**src/sv/grid_local_peak_finder_top_defines.svh**
```systemverilog
// Assertion macros shared by the peak finder RTL.
// Both macros sample on i_clk; the first is held off while i_rst_n is low.
`ifndef GRID_LOCAL_PEAK_FINDER_TOP_DEFINES_SVH
`define GRID_LOCAL_PEAK_FINDER_TOP_DEFINES_SVH
`ifndef SYNTH
`define GLPF_ASSERT(lbl, prop, msg) \
    lbl: assert property (@(posedge i_clk) disable iff (!i_rst_n) prop) else $error(msg);
`define GLPF_ASSERT_ALWAYS(lbl, prop, msg) \
    lbl: assert property (@(posedge i_clk) prop) else $error(msg);
`else
`define GLPF_ASSERT(lbl, prop, msg)
`define GLPF_ASSERT_ALWAYS(lbl, prop, msg)
`endif
`endif

```
**src/sv/glpf_pkg.sv**
```systemverilog
`timescale 1ns / 1ps

package glpf_pkg;

    // Default sizes for the top-level parameters.
    localparam int DEF_MAX_COLS    = 1024;
    localparam int DEF_MAX_ROWS    = 4096;
    localparam int DEF_VALUE_WIDTH = 16;

    // Fixed widths of the result fields and configuration registers.
    localparam int ROW_OUT_W  = 12;
    localparam int COL_OUT_W  = 10;
    localparam int NUM_ROWS_W = 13;
    localparam int NUM_COLS_W = 11;
    localparam int CFG_DATA_W = 13;
    localparam int CFG_IDX_W  = 1;
    localparam int OUT_TDATA_W = 24;

    // Smallest grid dimension, also the reset value of both dimensions.
    localparam int MIN_DIM = 2;

    // Configuration register indexes.
    typedef enum logic [CFG_IDX_W-1:0] {
        CFG_NUM_ROWS = 1'b0,
        CFG_NUM_COLS = 1'b1
    } t_cfg_idx;

    // Input item kinds carried on tuser.
    localparam logic ACT_PIXEL = 1'b0;
    localparam logic ACT_FLUSH = 1'b1;

    // One decided cell.
    typedef struct packed {
        logic                 last;
        logic                 is_peak;
        logic [COL_OUT_W-1:0] col;
        logic [ROW_OUT_W-1:0] row;
    } t_result;

    // Line store access controls for one cycle.
    typedef struct packed {
        logic rd_en;
        logic wr_mid_en;
        logic wr_up_en;
    } t_ls_ctrl;

endpackage

```
**src/sv/glpf_out_buf.sv**
```systemverilog
`timescale 1ns / 1ps
`include "grid_local_peak_finder_top_defines.svh"

module glpf_out_buf
    import glpf_pkg::*;
(
    input  logic    i_clk,
    input  logic    i_rst_n,
    input  logic    i_push,
    input  t_result i_data,
    output logic    o_ready,
    output logic    o_valid,
    output t_result o_data,
    input  logic    i_m_ready
);

    logic    r_out_valid;
    logic    r_skid_valid;
    t_result r_out_data;
    t_result r_skid_data;
    logic    pop;

    assign pop     = r_out_valid && i_m_ready;
    assign o_ready = !r_skid_valid;
    assign o_valid = r_out_valid;
    assign o_data  = r_out_data;

    // Output register plus one skid entry; the input side stalls only
    // when both are full.
    always_ff @(posedge i_clk) begin
        if (!i_rst_n) begin
            r_out_valid  <= 1'b0;
            r_skid_valid <= 1'b0;
        end else if (r_skid_valid) begin
            if (pop) begin
                r_skid_valid <= 1'b0;
            end
        end else if (i_push) begin
            if (!r_out_valid || pop) begin
                r_out_valid <= 1'b1;
            end else begin
                r_skid_valid <= 1'b1;
            end
        end else if (pop) begin
            r_out_valid <= 1'b0;
        end
    end

    // Payload movement follows the same cases.
    always_ff @(posedge i_clk) begin
        if (r_skid_valid) begin
            if (pop) begin
                r_out_data <= r_skid_data;
            end
        end else if (i_push) begin
            if (!r_out_valid || pop) begin
                r_out_data <= i_data;
            end else begin
                r_skid_data <= i_data;
            end
        end
    end

    `GLPF_ASSERT(a_skid_implies_out, r_skid_valid |-> r_out_valid, "skid holds data while output is empty")

endmodule

```
**config.mk**
```make
export PLATFORM = sky130hd
export DESIGN_NAME = glpf_out_buf
export DESIGN_NICKNAME = d
export VERILOG_FILES = /design/src/sv/glpf_pkg.sv /design/src/sv/glpf_out_buf.sv
export VERILOG_INCLUDE_DIRS = /design/src /design/src/sv
export SDC_FILE = /design/constraint.sdc
export NUM_CORES = 1
export LEC_CHECK = 0
export BUFFER_PORTS_ARGS = -buffer_cell sky130_fd_sc_hd__buf_4
export CORE_MARGIN = 2
export CORE_UTILIZATION = 45
export CTS_CLUSTER_SIZE = 8
export DETAILED_ROUTE_END_ITERATION = 12
export HOLD_SLACK_MARGIN = 0.08
export PLACE_DENSITY = 0.73
export SYNTH_ARGS = -nofsm -noshare
export SYNTH_HDL_FRONTEND = slang
export SYNTH_SLANG_ARGS = --single-unit
```
**constraint.sdc**
```tcl
create_clock -name i_clk -period 2.5 [get_ports i_clk]
set_clock_uncertainty 0.05 [all_clocks]
set_input_delay 0.125 -clock i_clk [delete_from_list [all_inputs] [get_ports i_clk]]
set_output_delay 0.125 -clock i_clk [all_outputs]
set_load 0.01 [all_outputs]
```
* Yosys cells after proc, flatten, opt, wreduce, memory -nomap -nowiden
Index checks and enable logic that the tools add are counted.
Operators by class: equality and inequality tests 2, multiplexer cells 11, bitwise gates (word level) 2, reductions and logical operators 10
Operators by type and width (count):
- $mux 24 | 4
- $reduce_and 3->1 | 3
- $mux 1 | 7
- $reduce_bool 2->1 | 3
- $ne 2x1->1 const B | 2
- $logic_not 1->1 | 2
- $not 1->1 | 2
- $logic_and 1x1->1 | 1
- $logic_or 1x1->1 | 1
Word-level totals: flip-flop bits (word level) 50, input bits 28, output and inout port bits 26

* Logic depth before layout (Yosys ltp)
Gate-level depths: netlist of the first run.
depth in word-level cells 5, mapped depth 4, gate-level depth less buffers 2

* Worst setup path after synthesis of the first run
Ideal clock, no wire load.
path kind reg2reg, start register r_skid_valid, end register r_out_data (netlist bit o_data[0]) (enable), library setup time 0.413 ns, arrival 1.900 ns, required time 2.037 ns, path slack 0.136 ns, stages on the path, launching flop included 5, buffers on the path 2, path through dfxtp_1 -> buf_6 -> buf_12 -> mux2i_1 -> a21oi_1
On the way: longest elaborated chain between the ends 2, elaborated cells on any way between the ends 4, classes of those cells 1 x eq/ne; 3 x reduce/logical
Ends and longest elaborated chain:
- start: declaration | line glpf_out_buf.sv:18 | logic r_skid_valid;
- start signal: assignment | line glpf_out_buf.sv:33 | r_skid_valid <= 1'b0;
- start signal: assignment | line glpf_out_buf.sv:36 | r_skid_valid <= 1'b0;
- start signal: assignment | line glpf_out_buf.sv:42 | r_skid_valid <= 1'b1;
- $ne 2x1->1 (no source line) / $reduce_bool 2->1 (equally long branches)
- $reduce_and 3->1 (no source line) *
- end signal: assignment | line glpf_out_buf.sv:53 | r_out_data <= r_skid_data;
- end signal: assignment | line glpf_out_buf.sv:57 | r_out_data <= i_data;
- end: declaration | line glpf_out_buf.sv:19 | t_result r_out_data;
Every way passes the cells marked *; elsewhere a longest branch is shown, timed or not. A chain may end at the register's enable or synchronous reset.

* Worst setup path in the final report of the first run
start input port i_m_ready, end register r_skid_data[7] (netlist name) (enable)
On the way: longest elaborated chain between the ends 4
Ends and longest elaborated chain:
- start: declaration | line glpf_out_buf.sv:14 | input logic i_m_ready
- $logic_and 1x1->1 | line glpf_out_buf.sv:23 | assign pop = r_out_valid && i_m_ready;
- $logic_or 1x1->1 | line glpf_out_buf.sv:56 | if (!r_out_valid || pop) begin
- $not 1->1 (no source line)
- $reduce_and 3->1 (no source line)
- end signal: assignment | line glpf_out_buf.sv:59 | r_skid_data <= i_data;
- end: declaration | line glpf_out_buf.sv:20 | t_result r_skid_data;
Every way passes these cells.

==> flow_metrics.tcl, run 1 <==
set metrics [dict create \
    drv_cap 0 \
    finalCriticalPeriod_ps 1926 \
    syn_area_per_cell_sq_um 21.17 \
    rsz0062_at_grt "no" \
    cts_made_buffers 5 \
    clk_pin_slew_ps 90 \
    hpwl_microns 2201 \
    ff2ff_setup_slack_ps 690 \
    antenna_left 0 \
    port_buffers 53 \
    r2r_start "o_valid" \
    htree_levels 2 \
    slew_viol_final 0 \
    place_congestion 0.6910 \
    worstMarginPinSlew_ps 1045 \
    async_flop_share 0 \
    crit_arrival_ps 1800 \
    synth-compound-area-share 0.01195 \
    grt_first_pass_wirelength_microns 5306 \
    first_iter_violations 27 \
    cp-endpoint "r_skid_data[7]" \
    ctsRootBufferMaster "clkbuf_8" \
    initial_core_util 0.4677 \
    viasPerCell 4.746 \
    endpoint_kind "flip-flop" \
    vdd_drop_max_uv 386.4 \
    fin_crit_sh 0.7704 \
    max_freq_ghz 0.5192 \
    critPathLaunchType "primary input" \
    pre_cts_slack_ps 654.8 \
    yosys.area_share.simple 0.01394 \
    fin_tns_setup_ps 0 \
    coreArea_sq_um 4029 \
    critPathKind "primary input to flip-flop" \
    globalRouteOverflowTotal 0 \
    yosys_warnings 0 \
    drc 0 \
    clkSinkCount 50 \
    setup_viol 0 \
    totalPowerFinal_mw 1.678 \
    ioPinCount 54 \
    die_h_microns 68.71 \
    drtPass1Iterations 4 \
    relSlewSlack 0.3031 \
    p_leak_nw 1.035 \
    synth_flop_cell "edfxtp_1" \
    drive_gt1_frac 0.4944 \
    synthesis.area_sq_um 1884 \
    synth_edf_count 48 \
    synthXorXnorAreaFrac 0 \
    grt_antenna_before_repair 0 \
    power.density_nw_per_um2 621.6 \
    grt_pass1_vias 1100 \
    yosysUniqueCellTypes 16 \
    drt_wl_total_microns 3498 \
    clk-insertion-delay-late_ps 290 \
    min_path_type "primary input to flip-flop" \
    yosysSeqAreaShare 0.7862 \
    worstRegToRegCells 1 \
    diodes 0 \
    tritoncts "built" \
    vias 1082 \
    cts_buffer_depth 2 \
    required_ps 2370 \
    grt.total_usage 0.1615 \
    grt_max_degree 29 \
    timing.rr.end "r_skid_data[7]" \
    setup_ws_ps 573.9 \
    synthMuxAreaShare 0.1627 \
    syn-num-nets 117 \
    critical_path.max_fanout 24 \
    die_x_microns 68.71 \
    hold_viol 0 \
    hold_slack_ps 458.7 \
    syn_to_final_growth_pct 43.29 \
    synth_top_family_by_area "multiplexers" \
    critPathLaunch "i_m_ready" \
    dieArea_sq_um 4721 \
    nets 205 \
    synth_fa_ha_area_frac 0 \
    synthCells 89 \
    wl_per_cell_microns 15.34 \
    status "complete, no violations" \
    rows 23 \
    ys_ff_latch 50 \
]
## routing by layer
metal	wire, microns	vias up	GRT usage
met3	166	2	0.04545
met1	1451	525	0.2075
met4	13	0	0.05147
li1	-	523	-
met2	1867	32	0.2668
met5	0	-	0
## timing repair
item | 4_1_cts | 5_1_grt
buffers inserted | 0 | 0
gates resized for setup | 0 | 0
hold buffers | 28 | 0
endpoints found under the hold margin | 30 | 0
## cells in the final DEF (no fill, tap or decap), drive strengths merged, types with 2 or more instances in the layout
cell type	instances
mux2	24
a21oi	2
buf	56
clkbuf	5
edfxtp	48
inv	3
dlygate4sd3	28
dfxtp	2
clkinv	2
## how the worst min path moves through the flow
stage | from | endpoint | slack (ps) | depth (start not counted)
after global placement | i_data[20] | r_skid_data[20] | 260 | 1
after floorplan | i_m_ready | r_skid_valid | 170 | 1
after CTS | i_push | o_data[21] | 440 | 4
after detailed placement | i_data[3] | r_skid_data[3] | 270 | 1
after global routing | i_push | o_data[17] | 500 | 4
final | i_push | o_data[21] | 460 | 4
## cells in the mapped netlist, types with 2 or more instances
library cell | count | area [sq um]
dfxtp_1 | 2 | 40.04
mux2_4 | 7 | 105.1
inv_1 | 3 | 11.26
a21oi_1 | 2 | 10.01
edfxtp_1 | 48 | 1441
mux2_2 | 17 | 191.4
## report_power, final
part / leakage, nW / switching (mW) / total, mW / internal [mW]
Clock: 0.0416 / 0.253 / 0.445 / 0.192
Combinational: 0.527 / 0.0976 / 0.239 / 0.142
Sequential: 0.466 / 0.0160 / 0.994 / 0.978
## area by class of cell
| class | count | area (sq um) |
|---|---|---|
| sequential | 50 | 1481 |
| fill | 283 | 1329 |
| timing repair buffer | 84 | 700.7 |
| multi-input combinational | 33 | 359.1 |
| clock buffer | 5 | 68.82 |
| tap | 50 | 62.56 |
| clock inverter | 3 | 16.27 |
| inverter | 3 | 11.26 |
## worst max-delay path, cell delays in order
cell	delay, ps
dlygate4sd3_1	540
buf_4	140
inv_1	80
and4_1	910
## registers in the layout, indices dropped and copies added, names as in the netlist
register / flops
o_data: 24
r_skid_valid: 1
o_valid: 1
r_skid_data: 24
## stage by stage
step                      area, sq um  std cells  utilization
final                            2700        228       0.6702
after global routing             2700        228       0.6702
after CTS                        2700        228       0.6702
after detailed placement         2335        192       0.5795
after global placement           2335        192       0.5795
after floorplan                  1884         89            -
## cells by family after synthesis
group / after synthesis
DFF: 50
AOI/OAI and AO/OA: 4
muxes: 25
and+or+nand+nor: 4
buffers and inverters: 6
No activity file was read; power rests on OpenSTA's default activity.
==> run 2: changes to the inputs <==
==> constraint.sdc (replaced) <==
create_clock -name i_clk -period 1.7 [get_ports i_clk]
set_clock_uncertainty 0.05 [all_clocks]
set_input_delay 0.085 -clock i_clk [delete_from_list [all_inputs] [get_ports i_clk]]
set_output_delay 0.085 -clock i_clk [all_outputs]
set_load 0.01 [all_outputs]
==> flow_metrics.tcl, run 2 (synthesis results as in run 1) <==
set metrics [dict create \
    fin_tns_setup_ps 0 \
    coreArea_sq_um 4029 \
    cts_buffer_depth 2 \
    syn_to_final_growth_pct 47.41 \
    grt_pass1_vias 1124 \
    endpoint_kind "flip-flop" \
    p_leak_nw 1.079 \
    vdd_drop_max_uv 543.5 \
    status "complete, no violations" \
    min_to "o_data[18]" \
    crit_arrival_ps 1710 \
    vias 1103 \
    hpwl_microns 2324 \
    hp-start "i_push" \
    port_buffers 53 \
    cts_made_buffers 5 \
    final_common_cell "buf_4" \
    htree_levels 2 \
    wl_per_cell_microns 15.29 \
    min_path_type "primary input to flip-flop" \
    hold_viol 0 \
    place_congestion 0.6428 \
    worstRegToRegCells 4 \
    timing.rr.end "r_skid_valid" \
    final_cell_mix "59 x buf_4, 48 x edfxtp_1, 28 x dlygate4sd3_1, 17 x mux2_2, 7 x mux2_4" \
    initial_core_util 0.4677 \
    max_freq_ghz 0.6589 \
    pwr-share-seq 0.528 \
    ioPinCount 54 \
    clkPwrFrac 0.344 \
    clk_pin_slew_ps 80 \
    drive_gt1_frac 0.5028 \
    drc 0 \
    antenna_left 0 \
    design_area_sq_um 2778 \
    nets 208 \
    critPathKind "flip-flop to flip-flop" \
    place_area_sq_um 2365 \
    switching_share 0.1948 \
    die_x_microns 68.71 \
    slew_viol_final 0 \
    finalCriticalPeriod_ps 1518 \
    power.density_nw_per_um2 998.7 \
    grt.total_usage 0.1635 \
    tritoncts "built" \
    grt_first_pass_wirelength_microns 5299 \
    p_sw_uw 540.3 \
    fill_cells 281 \
    power_frac_comb 0.129 \
    clkSinkCount 50 \
    ctsRootBufferMaster "clkbuf_8" \
    dieArea_sq_um 4721 \
    setup_viol 0 \
    drv_cap 0 \
    rows 23 \
    diodes 0 \
    drtPass1Iterations 4 \
    rsz0062_at_grt "no" \
    globalRouteOverflowTotal 0 \
    grt_max_degree 20 \
    ff2ff_setup_slack_ps 180 \
    stdcell_count 231 \
    viasPerCell 4.775 \
    dp_cells 195 \
    fin_crit_sh 0.8927 \
    clk-insertion-delay-late_ps 300 \
    die_h_microns 68.71 \
    first_iter_violations 127 \
    internal_power_mw 2.234 \
    critPathLaunchType "flip-flop" \
    relSlewSlack 0.8031 \
    worstMarginPinSlew_ps 295.0 \
    required_ps 1890 \
    grt_antenna_before_repair 0 \
    r2r_start "r_skid_valid" \
    drt_wl_total_microns 3531 \
    critical_path.max_fanout 9 \
    whs_path_depth 4 \
]
## run 2: cell types whose count changed in the layout (fill, tap and decap cells not counted)
| cell | change |
|---|---|
| clkinv_2 | -1 |
| a21oi_2 | -1 |
| clkinvlp_4 | -1 |
| bufinv_16 | +2 |
| buf_4 | +3 |
| a21oi_4 | +1 |
## run 2: power groups by stage
stage | sequential [mW] | clock, mW | combinational [mW]
6_report | 1.46 | 0.953 | 0.357
3_3_place_gp | 1.49 | 0 | 0.298
2_1_floorplan | 1.52 | 0 | 0.116
4_1_cts | 1.46 | 0.971 | 0.360
5_1_grt | 1.47 | 1.02 | 0.386
3_5_place_dp | 1.49 | 0 | 0.307
## run 2: stage by stage
step                      setup slack, ps    util  hold WS (ps)  power (mW)
after floorplan                     30.08       -         132.2       1.632
after global placement              360.3  0.5870         224.6       1.788
after detailed placement            286.3  0.5870         225.4       1.797
after CTS                           234.3  0.6894         356.3       2.796
after global routing                77.11  0.6894         386.2       2.882
final                               182.4  0.6894         361.2       2.774
## run 2: how the worst max path moves through the flow
stage	startpoint	to	slack (ps)	cells after the start
floorplan	r_skid_valid	r_skid_data[0]	30	3
global placement	o_valid	o_data[6]	360	3
detailed placement	o_valid	o_data[15]	290	3
CTS	r_skid_valid	o_valid	230	4
global route	r_skid_valid	r_skid_valid	80	4
finish	r_skid_valid	r_skid_valid	180	4
## run 2: what timing repair did
action / CTS / global route
resized for setup: 0 / 0
hold buffers: 28 / 0
hold endpoints to repair: 50 / 0
buffers inserted: 0 / 0
## run 2: critical path, stage by stage, from the launching register on
cell and delay (ps):
dfxtp_1 370, buf_4 200, a21oi_1 60, a211oi_1 200, dlygate4sd3_1 590
## run 2: per-layer routing
| layer | wire length [microns] | share of wire | global-route usage | up-vias |
|---|---|---|---|---|
| li1 | - | - | - | 525 |
| met1 | 1530 | 0.43 | 0.1926 | 523 |
| met2 | 1716 | 0.49 | 0.2813 | 50 |
| met3 | 232 | 0.066 | 0.05195 | 5 |
| met4 | 51 | 0.014 | 0.05882 | 0 |
| met5 | 0 | 0 | 0 | - |
## run 2: final cells by class
| class | count | area (sq um) | area share |
|---|---|---|---|
| timing repair buffer | 87 | 723.2 | 0.2604 |
| clock buffer | 5 | 68.82 | 0.02477 |
| multi-input combinational | 33 | 366.6 | 0.1320 |
| sequential | 50 | 1481 | 0.5333 |
| tap | 50 | 62.56 | 0.02252 |
| clock inverter | 3 | 63.81 | 0.02297 |
| inverter | 3 | 11.26 | 0.004054 |
